## src/rtl/core/er_pkg.sv

```systemverilog
// Package for the ellipse rasterizer: shared constants, command/status
// structs and small arithmetic helpers. No dependencies.
package er_pkg;

	localparam int WORD_W = 32;

	// action codes of an input transaction
	localparam logic ACT_START = 1'b0;
	localparam logic ACT_STEP  = 1'b1;

	// controller -> datapath commands
	typedef struct packed {
		logic capture;
		logic mul_a2;
		logic mul_b2;
		logic mul_ba;
		logic setup;
		logic r1_step;
		logic tr1;
		logic tr2;
		logic r2_step;
	} er_cmd_t;

	// datapath -> controller status
	typedef struct packed {
		logic degen;
		logic ph_idle;
		logic ph_r1;
		logic r1_go;
	} er_status_t;

	// signed less-than on 32-bit two's complement words
	function automatic logic slt32(input logic [WORD_W-1:0] p, input logic [WORD_W-1:0] q);
		return $signed(p) < $signed(q);
	endfunction

	// divide by 4, rounding toward zero
	function automatic logic [WORD_W-1:0] div4_trunc(input logic [WORD_W-1:0] v);
		logic [WORD_W-1:0] t;
		t = v + (v[WORD_W-1] ? WORD_W'(3) : WORD_W'(0));
		return {{2{t[WORD_W-1]}}, t[WORD_W-1:2]};
	endfunction

endpackage

```

## src/rtl/core/er_in_if.sv

```systemverilog
// Input channel of the ellipse rasterizer: valid/ready plus command payload.
// Depends on nothing.
interface er_in_if #(parameter int COORD_BITS = 10);
	logic                  valid;
	logic                  ready;
	logic                  action;
	logic [COORD_BITS-1:0] corner_x0;
	logic [COORD_BITS-1:0] corner_y0;
	logic [COORD_BITS-1:0] corner_x1;
	logic [COORD_BITS-1:0] corner_y1;
	logic                  fill_mode;
	logic [31:0]           color;

	modport source (output valid, action, corner_x0, corner_y0, corner_x1, corner_y1,
		fill_mode, color, input ready);
	modport sink (input valid, action, corner_x0, corner_y0, corner_x1, corner_y1,
		fill_mode, color, output ready);
endinterface

```

## src/rtl/core/er_out_if.sv

```systemverilog
// Output channel of the ellipse rasterizer: valid/ready plus pixel or span payload.
// Depends on nothing.
interface er_out_if #(parameter int COORD_BITS = 10);
	logic                  valid;
	logic                  ready;
	logic                  emit;
	logic                  done_res;
	logic [COORD_BITS-1:0] left_x;
	logic [COORD_BITS-1:0] right_x;
	logic [COORD_BITS-1:0] upper_row;
	logic [COORD_BITS-1:0] lower_row;
	logic                  is_span;
	logic [31:0]           pixel_color;

	modport source (output valid, emit, done_res, left_x, right_x, upper_row, lower_row,
		is_span, pixel_color, input ready);
	modport sink (input valid, emit, done_res, left_x, right_x, upper_row, lower_row,
		is_span, pixel_color, output ready);
endinterface

```

## src/rtl/core/ellipse_rasterizer_unit.sv

```systemverilog
// Top level of the ellipse rasterizer; depends on er_pkg, er_in_if, er_out_if,
// er_ctrl and er_datapath.
// Start: taken in ST_WAIT, then three shared multiplies and one setup step before the next
// transaction; a single-point box skips setup. Advance: registered in ST_R1 or ST_R2
// (leaving region one runs ST_TR1 and ST_TR2 first), offered in ST_OUT; no new step is
// taken before the output handshake. Reset: arst_n clears FSM and phase to idle.
module ellipse_rasterizer_unit #(
	parameter int COORD_BITS = 10
) (
	input logic         clk,
	input logic         arst_n,
	er_in_if.sink       in_ch,
	er_out_if.source    out_ch
);
	import er_pkg::*;

	er_cmd_t    cmd;
	er_status_t status;

	er_ctrl u_ctrl (
		.clk       (clk),
		.arst_n    (arst_n),
		.in_valid  (in_ch.valid),
		.in_action (in_ch.action),
		.in_ready  (in_ch.ready),
		.out_valid (out_ch.valid),
		.out_ready (out_ch.ready),
		.status    (status),
		.cmd       (cmd)
	);

	er_datapath #(.COORD_BITS(COORD_BITS)) u_datapath (
		.clk         (clk),
		.arst_n      (arst_n),
		.cmd         (cmd),
		.status      (status),
		.in_x0       (in_ch.corner_x0),
		.in_y0       (in_ch.corner_y0),
		.in_x1       (in_ch.corner_x1),
		.in_y1       (in_ch.corner_y1),
		.in_fill     (in_ch.fill_mode),
		.in_color    (in_ch.color),
		.emit        (out_ch.emit),
		.done_res    (out_ch.done_res),
		.left_x      (out_ch.left_x),
		.right_x     (out_ch.right_x),
		.upper_row   (out_ch.upper_row),
		.lower_row   (out_ch.lower_row),
		.is_span     (out_ch.is_span),
		.pixel_color (out_ch.pixel_color)
	);

endmodule

```

## src/rtl/core/er_ctrl.sv

```systemverilog
// Controller FSM of the ellipse rasterizer: sequences setup multiplies,
// region steps and the output handshake. Depends on er_pkg.
module er_ctrl (
	input  logic              clk,
	input  logic              arst_n,
	input  logic              in_valid,
	input  logic              in_action,
	output logic              in_ready,
	output logic              out_valid,
	input  logic              out_ready,
	input  er_pkg::er_status_t status,
	output er_pkg::er_cmd_t   cmd
);
	import er_pkg::*;

	typedef enum logic [9:0] {
		ST_WAIT   = 10'b00_0000_0001,
		ST_MUL_A2 = 10'b00_0000_0010,
		ST_MUL_B2 = 10'b00_0000_0100,
		ST_MUL_BA = 10'b00_0000_1000,
		ST_SETUP  = 10'b00_0001_0000,
		ST_R1     = 10'b00_0010_0000,
		ST_TR1    = 10'b00_0100_0000,
		ST_TR2    = 10'b00_1000_0000,
		ST_R2     = 10'b01_0000_0000,
		ST_OUT    = 10'b10_0000_0000
	} ctrl_state_t;

	ctrl_state_t state_q, state_d;

	// next state and commands
	always_comb begin
		state_d = state_q;
		cmd     = '0;
		unique case (state_q)
			ST_WAIT: begin
				if (in_valid) begin
					if (in_action == ACT_START) begin
						cmd.capture = 1'b1;
						if (!status.degen)
							state_d = ST_MUL_A2;
					end else if (status.ph_r1) begin
						state_d = ST_R1;
					end else if (!status.ph_idle) begin
						state_d = ST_R2;
					end
				end
			end
			ST_MUL_A2: begin
				cmd.mul_a2 = 1'b1;
				state_d    = ST_MUL_B2;
			end
			ST_MUL_B2: begin
				cmd.mul_b2 = 1'b1;
				state_d    = ST_MUL_BA;
			end
			ST_MUL_BA: begin
				cmd.mul_ba = 1'b1;
				state_d    = ST_SETUP;
			end
			ST_SETUP: begin
				cmd.setup = 1'b1;
				state_d   = ST_WAIT;
			end
			ST_R1: begin
				cmd.r1_step = 1'b1;
				state_d     = status.r1_go ? ST_OUT : ST_TR1;
			end
			ST_TR1: begin
				cmd.tr1 = 1'b1;
				state_d = ST_TR2;
			end
			ST_TR2: begin
				cmd.tr2 = 1'b1;
				state_d = ST_R2;
			end
			ST_R2: begin
				cmd.r2_step = 1'b1;
				state_d     = ST_OUT;
			end
			ST_OUT: begin
				if (out_ready)
					state_d = ST_WAIT;
			end
			default: state_d = ST_WAIT;
		endcase
	end

	always_ff @(posedge clk or negedge arst_n) begin
		if (!arst_n)
			state_q <= ST_WAIT;
		else
			state_q <= state_d;
	end

	assign in_ready  = (state_q == ST_WAIT);
	assign out_valid = (state_q == ST_OUT);

endmodule

```

## src/rtl/core/er_datapath.sv

```systemverilog
// Datapath of the ellipse rasterizer: box capture, shared setup multiplier,
// midpoint decision terms and the registered result. Depends on er_pkg.
module er_datapath #(
	parameter int COORD_BITS = 10
) (
	input  logic                  clk,
	input  logic                  arst_n,
	input  er_pkg::er_cmd_t       cmd,
	output er_pkg::er_status_t    status,
	input  logic [COORD_BITS-1:0] in_x0,
	input  logic [COORD_BITS-1:0] in_y0,
	input  logic [COORD_BITS-1:0] in_x1,
	input  logic [COORD_BITS-1:0] in_y1,
	input  logic                  in_fill,
	input  logic [31:0]           in_color,
	output logic                  emit,
	output logic                  done_res,
	output logic [COORD_BITS-1:0] left_x,
	output logic [COORD_BITS-1:0] right_x,
	output logic [COORD_BITS-1:0] upper_row,
	output logic [COORD_BITS-1:0] lower_row,
	output logic                  is_span,
	output logic [31:0]           pixel_color
);
	import er_pkg::*;

	localparam int CW = COORD_BITS;
	localparam int XW = CW + 1;
	localparam int YW = CW + 2;
	localparam int MW = WORD_W + CW;

	typedef enum logic [2:0] {
		PH_IDLE = 3'b001,
		PH_R1   = 3'b010,
		PH_R2   = 3'b100
	} phase_t;

	phase_t phase_q;

	logic [XW-1:0]     x_q;
	logic [YW-1:0]     y_q;
	logic [YW-1:0]     prev_q;
	logic [CW-1:0]     a_q;
	logic [CW-1:0]     box_l_q, box_t_q, box_r_q, box_b_q;
	logic              fill_q;
	logic [31:0]       color_q;
	logic [WORD_W-1:0] d_q, fn_q, fnw_q, fw_q;
	logic [WORD_W-1:0] a8_q, b8_q, b2_q, a2b2_q;
	logic [WORD_W-1:0] a2_q, b2a_q;

	logic          res_emit_q, res_done_q, res_span_q;
	logic [CW-1:0] res_left_q, res_right_q, res_upper_q, res_lower_q;

	// corner ordering on the incoming command
	logic [CW-1:0] lo_x, hi_x, lo_y, hi_y, half_w, half_h;
	logic          degen;

	always_comb begin
		lo_x   = (in_x1 < in_x0) ? in_x1 : in_x0;
		hi_x   = (in_x1 < in_x0) ? in_x0 : in_x1;
		lo_y   = (in_y1 < in_y0) ? in_y1 : in_y0;
		hi_y   = (in_y1 < in_y0) ? in_y0 : in_y1;
		half_w = (hi_x - lo_x) >> 1;
		half_h = (hi_y - lo_y) >> 1;
		degen  = (in_x0 == in_x1) && (in_y0 == in_y1);
	end

	// shared setup multiplier, product kept modulo 2^32
	logic [WORD_W-1:0] mul_op1, mul_p;
	logic [CW-1:0]     mul_op2;
	logic [MW-1:0]     mul_full;

	always_comb begin
		mul_op1 = WORD_W'(a_q);
		mul_op2 = a_q;
		if (cmd.mul_b2) begin
			mul_op1 = WORD_W'(y_q[CW-1:0]);
			mul_op2 = y_q[CW-1:0];
		end else if (cmd.mul_ba) begin
			mul_op1 = b2_q;
			mul_op2 = a_q;
		end
		mul_full = MW'(mul_op1) * MW'(mul_op2);
		mul_p    = mul_full[WORD_W-1:0];
	end

	// initial forward differences
	logic [WORD_W-1:0] s_a4, s_a8, s_b8, s_fnw, s_d;

	always_comb begin
		s_a4  = a2_q << 2;
		s_a8  = a2_q << 3;
		s_b8  = b2_q << 3;
		s_fnw = s_a8 + s_a4 - (b2a_q << 3) + s_b8;
		s_d   = b2_q - (b2a_q << 2) + s_a4;
	end

	// region one decision and region two transition terms
	logic [WORD_W-1:0] a4r, b4r, diff, tr_sum;
	logic              y_pos, r1_go, r1_vert;

	always_comb begin
		a4r     = a8_q >> 1;
		b4r     = b8_q >> 1;
		diff    = fnw_q - fn_q;
		y_pos   = (y_q != '0) && !y_q[YW-1];
		r1_vert = d_q[WORD_W-1] || slt32(b2_q, diff);
		r1_go   = slt32(fnw_q, a2b2_q) || d_q[WORD_W-1] || (slt32(b2_q, diff) && y_pos);
		tr_sum  = (fw_q << 1) - (fn_q << 1) + a4r + b4r + a8_q;
	end

	// region two checks
	logic r2_over, r2_last, r2_emit;

	always_comb begin
		r2_over = x_q > XW'(a_q);
		r2_last = x_q == XW'(a_q);
		r2_emit = !fill_q || (y_q != prev_q);
	end

	// pixel coordinates at the current offsets
	logic [CW-1:0] pix_l, pix_r, pix_u, pix_d;

	always_comb begin
		pix_l = box_l_q + x_q[CW-1:0];
		pix_r = box_r_q - x_q[CW-1:0];
		pix_u = box_t_q + y_q[CW-1:0];
		pix_d = box_b_q - y_q[CW-1:0];
	end

	// phase register
	always_ff @(posedge clk or negedge arst_n) begin
		if (!arst_n) begin
			phase_q <= PH_IDLE;
		end else begin
			if (cmd.capture)
				phase_q <= PH_IDLE;
			else if (cmd.setup)
				phase_q <= PH_R1;
			else if (cmd.tr2)
				phase_q <= PH_R2;
			else if (cmd.r2_step && (r2_over || r2_last))
				phase_q <= PH_IDLE;
		end
	end

	// working registers
	always_ff @(posedge clk) begin
		if (cmd.capture) begin
			box_l_q <= lo_x;
			box_t_q <= lo_y;
			box_r_q <= hi_x;
			box_b_q <= hi_y;
			fill_q  <= in_fill;
			color_q <= in_color;
			if (!degen) begin
				a_q <= half_w;
				x_q <= '0;
				y_q <= YW'(half_h);
			end
		end
		if (cmd.mul_a2)
			a2_q <= mul_p;
		if (cmd.mul_b2)
			b2_q <= mul_p;
		if (cmd.mul_ba)
			b2a_q <= mul_p;
		if (cmd.setup) begin
			a8_q   <= s_a8;
			b8_q   <= s_b8;
			a2b2_q <= a2_q + b2_q;
			fn_q   <= s_a8 + s_a4;
			fnw_q  <= s_fnw;
			fw_q   <= '0;
			d_q    <= s_d;
		end
		if (cmd.r1_step && r1_go) begin
			y_q  <= y_q - YW'(1);
			fn_q <= fn_q + a8_q;
			if (r1_vert) begin
				d_q   <= d_q + fn_q;
				fnw_q <= fnw_q + a8_q;
			end else begin
				x_q   <= x_q + XW'(1);
				d_q   <= d_q + fnw_q;
				fnw_q <= fnw_q + a8_q + b8_q;
			end
		end
		if (cmd.tr1) begin
			fw_q   <= diff + b4r;
			fnw_q  <= fnw_q + b4r - a4r;
			prev_q <= y_q + YW'(1);
		end
		if (cmd.tr2)
			d_q <= d_q + div4_trunc(tr_sum);
		if (cmd.r2_step && !r2_over) begin
			prev_q <= y_q;
			x_q    <= x_q + XW'(1);
			fw_q   <= fw_q + b8_q;
			if (d_q[WORD_W-1]) begin
				y_q   <= y_q - YW'(1);
				d_q   <= d_q + fnw_q;
				fnw_q <= fnw_q + a8_q + b8_q;
			end else begin
				d_q   <= d_q + fw_q;
				fnw_q <= fnw_q + b8_q;
			end
		end
	end

	// result register
	logic res_load, res_emit_d, res_done_d;

	always_comb begin
		res_load   = (cmd.r1_step && r1_go) || cmd.r2_step;
		res_emit_d = cmd.r1_step ? 1'b1 : (!r2_over && r2_emit);
		res_done_d = cmd.r2_step && (r2_over || r2_last);
	end

	always_ff @(posedge clk) begin
		if (res_load) begin
			res_emit_q  <= res_emit_d;
			res_done_q  <= res_done_d;
			res_span_q  <= res_emit_d && fill_q;
			res_left_q  <= res_emit_d ? pix_l : '0;
			res_right_q <= res_emit_d ? pix_r : '0;
			res_upper_q <= res_emit_d ? pix_u : '0;
			res_lower_q <= res_emit_d ? pix_d : '0;
		end
	end

	assign status.degen   = degen;
	assign status.ph_idle = (phase_q == PH_IDLE);
	assign status.ph_r1   = (phase_q == PH_R1);
	assign status.r1_go   = r1_go;

	assign emit        = res_emit_q;
	assign done_res    = res_done_q;
	assign left_x      = res_left_q;
	assign right_x     = res_right_q;
	assign upper_row   = res_upper_q;
	assign lower_row   = res_lower_q;
	assign is_span     = res_span_q;
	assign pixel_color = color_q;

endmodule

```

## src/flat_wrapper.sv

```systemverilog
// flat-port wrapper written by rule: the top's interface ports become plain ports
module ellipse_rasterizer_unit_flat import er_pkg::*;
#(
	parameter int COORD_BITS = 10
)
  (clk, arst_n, in_ch_valid, in_ch_action, in_ch_corner_x0, in_ch_corner_y0, in_ch_corner_x1, in_ch_corner_y1, in_ch_fill_mode, in_ch_color, in_ch_ready, out_ch_valid, out_ch_emit, out_ch_done_res, out_ch_left_x, out_ch_right_x, out_ch_upper_row, out_ch_lower_row, out_ch_is_span, out_ch_pixel_color, out_ch_ready);
  er_in_if #(.COORD_BITS(COORD_BITS)) in_ch_i ();
  er_out_if #(.COORD_BITS(COORD_BITS)) out_ch_i ();
  input logic clk;
  input logic arst_n;
  input wire logic [$bits(in_ch_i.valid)-1:0] in_ch_valid;
  input wire logic [$bits(in_ch_i.action)-1:0] in_ch_action;
  input wire logic [$bits(in_ch_i.corner_x0)-1:0] in_ch_corner_x0;
  input wire logic [$bits(in_ch_i.corner_y0)-1:0] in_ch_corner_y0;
  input wire logic [$bits(in_ch_i.corner_x1)-1:0] in_ch_corner_x1;
  input wire logic [$bits(in_ch_i.corner_y1)-1:0] in_ch_corner_y1;
  input wire logic [$bits(in_ch_i.fill_mode)-1:0] in_ch_fill_mode;
  input wire logic [$bits(in_ch_i.color)-1:0] in_ch_color;
  output wire logic [$bits(in_ch_i.ready)-1:0] in_ch_ready;
  output wire logic [$bits(out_ch_i.valid)-1:0] out_ch_valid;
  output wire logic [$bits(out_ch_i.emit)-1:0] out_ch_emit;
  output wire logic [$bits(out_ch_i.done_res)-1:0] out_ch_done_res;
  output wire logic [$bits(out_ch_i.left_x)-1:0] out_ch_left_x;
  output wire logic [$bits(out_ch_i.right_x)-1:0] out_ch_right_x;
  output wire logic [$bits(out_ch_i.upper_row)-1:0] out_ch_upper_row;
  output wire logic [$bits(out_ch_i.lower_row)-1:0] out_ch_lower_row;
  output wire logic [$bits(out_ch_i.is_span)-1:0] out_ch_is_span;
  output wire logic [$bits(out_ch_i.pixel_color)-1:0] out_ch_pixel_color;
  input wire logic [$bits(out_ch_i.ready)-1:0] out_ch_ready;
  assign in_ch_i.valid = in_ch_valid;
  assign in_ch_i.action = in_ch_action;
  assign in_ch_i.corner_x0 = in_ch_corner_x0;
  assign in_ch_i.corner_y0 = in_ch_corner_y0;
  assign in_ch_i.corner_x1 = in_ch_corner_x1;
  assign in_ch_i.corner_y1 = in_ch_corner_y1;
  assign in_ch_i.fill_mode = in_ch_fill_mode;
  assign in_ch_i.color = in_ch_color;
  assign in_ch_ready = in_ch_i.ready;
  assign out_ch_valid = out_ch_i.valid;
  assign out_ch_emit = out_ch_i.emit;
  assign out_ch_done_res = out_ch_i.done_res;
  assign out_ch_left_x = out_ch_i.left_x;
  assign out_ch_right_x = out_ch_i.right_x;
  assign out_ch_upper_row = out_ch_i.upper_row;
  assign out_ch_lower_row = out_ch_i.lower_row;
  assign out_ch_is_span = out_ch_i.is_span;
  assign out_ch_pixel_color = out_ch_i.pixel_color;
  assign out_ch_i.ready = out_ch_ready;
  ellipse_rasterizer_unit #(.COORD_BITS(COORD_BITS)) u_core (.clk(clk), .arst_n(arst_n), .in_ch(in_ch_i), .out_ch(out_ch_i));
endmodule
```

## config.mk

```make
export PLATFORM = sky130hd
export DESIGN_NAME = ellipse_rasterizer_unit_flat
export DESIGN_NICKNAME = d
export VERILOG_FILES = /design/src/rtl/core/er_pkg.sv /design/src/rtl/core/er_in_if.sv /design/src/rtl/core/er_out_if.sv /design/src/rtl/core/ellipse_rasterizer_unit.sv /design/src/rtl/core/er_ctrl.sv /design/src/rtl/core/er_datapath.sv /design/src/flat_wrapper.sv
export SDC_FILE = /design/constraint.sdc
export NUM_CORES = 2
export LEC_CHECK = 0
export BUFFER_PORTS_ARGS = -buffer_cell sky130_fd_sc_hd__buf_4
export CAP_MARGIN = 25
export CORE_ASPECT_RATIO = 0.5
export CORE_MARGIN = 2
export CORE_UTILIZATION = 40
export DETAILED_ROUTE_END_ITERATION = 12
export HOLD_SLACK_MARGIN = 0.02
export SLEW_MARGIN = 20
export SYNTH_ARGS = -nofsm -noshare
export SYNTH_HDL_FRONTEND = slang
export SYNTH_SLANG_ARGS = --single-unit
```

## constraint.sdc

```tcl
create_clock -name clk -period 8.7 [get_ports clk]
set_input_delay 1.74 -clock clk [delete_from_list [all_inputs] [get_ports clk]]
set_output_delay 1.74 -clock clk [all_outputs]
set_load 0.02 [all_outputs]
```

==> flow_summary_export.csv <==
group,metric,value,unit
final_layout,final_cells,9290,
pwr,p_clk_share,26.4,%
routing,ant_nets,0,
pwr,p_switching,3.89,mW
clocking,cts_tree,"yes",
placement,place_inst,9161,
critical_path,critPathSlowestCell,"fa_1",
yosys,yosysWarnings,0,
critical_path,regToRegEndpoint,"u_core.u_datapath.d_q[31]$_DFFE_PP_",
pwr,combPwrFrac,42.9,%
timing,period_share,98.5,%
clocking,cts_hold_buffers,0,
floorplan,row_count,100,
flow_run,cap_violations,0,
min_path,min_path_type,"flop to flop",
timing,fmax,117,MHz
floorplan,die_y,278,um
routing,viasPerCell,5.77,
yosys,yosys.area.top_type,"edfxtp_1",
critical_path,arrival,8.97,ns
timing,min_period,8.57,ns
pwr,seqPwrFrac,30.8,%
critical_path,r2r_slack,0.13,ns
timing,setup_ws,0.133,ns
pwr,swShare,38.7,%
routing,vias,53639,
grt,grt.met3_usage,6.57,%
yosys,synth_top_area_share,22.2,%
final_layout,drive_gt1_share,10.6,%
critical_path,endpoint,"u_core.u_datapath.d_q[31]$_DFFE_PP_",
yosys,synth_cell_types,110,
critical_path,max_stage_delay,0.57,ns
final_layout,finish.utilization,46.0,%
clocking,cts_buffer_depth,3,
routing,post_drt_wl_per_cell,23.0,um
timing,skew,0.0348,ns
pwr,p_int,6.15,mW
floorplan,chipWidth,552,um
grt,gr-usage-met2,40.7,%
grt,grt.busiest_layer,"met2",
grt,grt-ovfl-total,0,
yosys,synth-seq-cells,480,
yosys,ys_seq_area_share,23.5,%
critical_path,crit_start,"u_core.u_datapath.fw_q[2]$_DFFE_PP_",
final_layout,final_nets,8388,
floorplan,io_pins,155,
yosys,synth.avg_cell_area,8.82,um2
timing,maxSlewHeadroom,23.6,%
clocking,root_buffer,"clkbuf_16",
final_layout,area_delta_synth_final,14.0,%
yosys,synth.top_cells.by_count,"852 x inv_1, 672 x ha_1, 519 x a21oi_1, 486 x nand2_1, 478 x nor2_1",
floorplan,start_util,40.3,%
critical_path,start_kind,"flop",
grt,grtUsageMet1,39.4,%
yosys,synthTopCellsByArea,"edfxtp_1 22%, ha_1 14%, fa_1 13%",
clocking,insertion_delay,0.71,ns
critical_path,cp-end-kind,"flop",
timing,finalSetupViolCount,0,
placement,post-dp-hpwl,178000,um
clocking,cts_buffers,56,
placement,gp_congestion,0.995,
yosys,netlist_instances,6814,
placement,pre_cts_ws,-0.359,ns
critical_path,timing.rr.start,"u_core.u_datapath.fw_q[2]$_DFFE_PP_",
routing,drt_iter0_drc,5490,
critical_path,rr_worst_depth,39,
timing,worst_pin_slew,1.14,ns
critical_path,cp.required,9.10,ns
critical_path,cp_common_cell,"a21oi_2",
floorplan,core-area,0.149,mm2
clocking,cts.sink_count,480,
placement,portBuffers,154,
yosys,synth_flop_cell,"edfxtp_1",
pwr,vdd_drop_max,0.189,mV
timing,rsz0062_at_grt,"yes",
grt,grt.total_usage,27.3,%
grt,grt_max_degree,67,
routing,first_pass_iters,6,
critical_path,critPathMaxFanout,3,
yosys,synth_area,0.0601,mm2
timing,finalHoldViolations,0,
routing,drcViolationCount,0,
floorplan,dieArea,0.154,mm2
grt,grt_pass1_wl,317000,um
pwr,p_per_area,147,mW/mm2
yosys,synth_edf_count,444,
timing,maxSlewViolCount,0,
clocking,path_clk_slew,0.06,ns
yosys,synth.most_common_cell,"inv_1",
critical_path,crit_type,"flop to flop",
pwr,power.total,10.0,mW
run_status,outcome,"finished clean",
routing,wl,214000,um
yosys,async_reset_ff_share,2.71,%
clocking,htreeDepth,2,
grt,antenna_found_initial,19,
grt,grt_pass1_vias,52082,
pwr,p_leak,30.9,nW
[timing repair]
item,in CTS,in global routing
buffers inserted,9,6
setup endpoints to repair,8,15
resized for setup,10,47
hold endpoints to repair,0,0
pin swaps,5,32
[critical path, delay by kind of cell, from the launching register on]
kind	cells	cell delay (ns)
AOI/OAI and AO/OA	13	2.21
buffers and inverters	6	0.54
xor gates and xnor gates	3	0.57
and+or+nand+nor	10	2.07
adders and majority gates	7	2.44
DFF	1	0.42
[worst min-delay path by stage]
| stage | from | endpoint | slack [ns] | depth (start not counted) |
|---|---|---|---|---|
| floorplan | u_core.u_datapath.x_q[10]$_DFF_P_ | u_core.u_datapath.x_q[10]$_DFF_P_ | 0.45 | 1 |
| global placement | u_core.u_datapath.x_q[10]$_DFF_P_ | u_core.u_datapath.x_q[10]$_DFF_P_ | 0.49 | 1 |
| detailed placement | u_core.u_datapath.x_q[10]$_DFF_P_ | u_core.u_datapath.x_q[10]$_DFF_P_ | 0.51 | 1 |
| CTS | u_core.u_datapath.x_q[10]$_DFF_P_ | u_core.u_datapath.x_q[10]$_DFF_P_ | 0.51 | 1 |
| global route | u_core.u_datapath.x_q[10]$_DFF_P_ | u_core.u_datapath.x_q[10]$_DFF_P_ | 0.53 | 1 |
| finish | u_core.u_datapath.x_q[10]$_DFF_P_ | u_core.u_datapath.x_q[10]$_DFF_P_ | 0.52 | 1 |
[layer usage]
layer | vias up | wire length (um)
li1 | 24914 | -
met1 | 26162 | 95000
met2 | 2253 | 88100
met3 | 304 | 25100
met4 | 6 | 5860
met5 | - | 34
[power groups by stage]
stage	Sequential, mW	Clock, mW	Combinational [mW]
3_3_place_gp	3.13	0	4.13
3_5_place_dp	3.13	0	4.19
5_1_grt	3.09	2.76	4.79
4_1_cts	3.09	2.69	4.22
2_1_floorplan	3.06	0	3.06
6_report	3.09	2.65	4.30
[cell type report]
type,instances,area [um2]
clock buffer,67,1510
sequential,480,14100
multi-input combinational,5332,42600
tap,1989,2490
timing repair buffer,526,4140
inverter,856,3220
clock inverter,38,492
fill,14441,80500
antenna,2,5.00
[per-stage QoR]
| step | setup TNS, ns | hold WS (ns) | instance area (um2) |
|---|---|---|---|
| floorplan | 0 | 0.448 | 60200 |
| global placement | -1.03 | 0.489 | 66100 |
| detailed placement | -1.82 | 0.505 | 66100 |
| CTS | 0 | 0.515 | 68200 |
| global route | -0.568 | 0.525 | 68500 |
| finish | 0 | 0.523 | 68500 |
[registers in the layout (all words and copies together), names as in the netlist, 11 cells and up]
| signal | flops |
|---|---|
| u_core.u_datapath.a2_q | 32 |
| u_core.u_datapath.a2b2_q | 32 |
| u_core.u_datapath.a8_q | 29 |
| u_core.u_datapath.b2_q | 32 |
| u_core.u_datapath.b2a_q | 30 |
| u_core.u_datapath.b8_q | 29 |
| u_core.u_datapath.d_q | 32 |
| u_core.u_datapath.fn_q | 30 |
| u_core.u_datapath.fnw_q | 30 |
| u_core.u_datapath.fw_q | 31 |
| u_core.u_datapath.pixel_color | 32 |
| u_core.u_datapath.prev_q | 12 |
| u_core.u_datapath.x_q | 11 |
| u_core.u_datapath.y_q | 12 |
[cell usage in the layout (no fill, tap or decap), types with 44 or more instances in the layout]
cell type,n
nor3_1,177
buf_4,507
o21a_1,89
xnor2_1,374
xor2_1,206
a21o_1,236
inv_1,846
nand2b_1,100
nor2_1,473
a211oi_1,86
nor2b_1,79
o21ai_0,369
nand2_1,482
fa_1,385
clkbuf_16,58
o21bai_1,76
and3_1,57
edfxtp_1,444
a21oi_1,509
nand3_1,151
o211ai_1,62
nand4_1,50
a31oi_1,65
ha_1,669
o22ai_1,44
[logic make-up (layout without fill, tap and decap cells)]
| family | Yosys count | after routing | synth area share [%] |
|---|---|---|---|
| compound gates | 1843 | 1843 | 19.7 |
| simple gates | 1785 | 1785 | 14.2 |
| fa+ha+maj | 1058 | 1058 | 26.8 |
| buf+inv | 1013 | 1487 | 6.35 |
| xor+xnor | 582 | 582 | 8.50 |
| flops | 480 | 480 | 23.5 |
| mux | 51 | 51 | 0.887 |
| other cells | 2 | 15 | 0.0125 |
No activity file was read; power rests on OpenSTA's default activity.
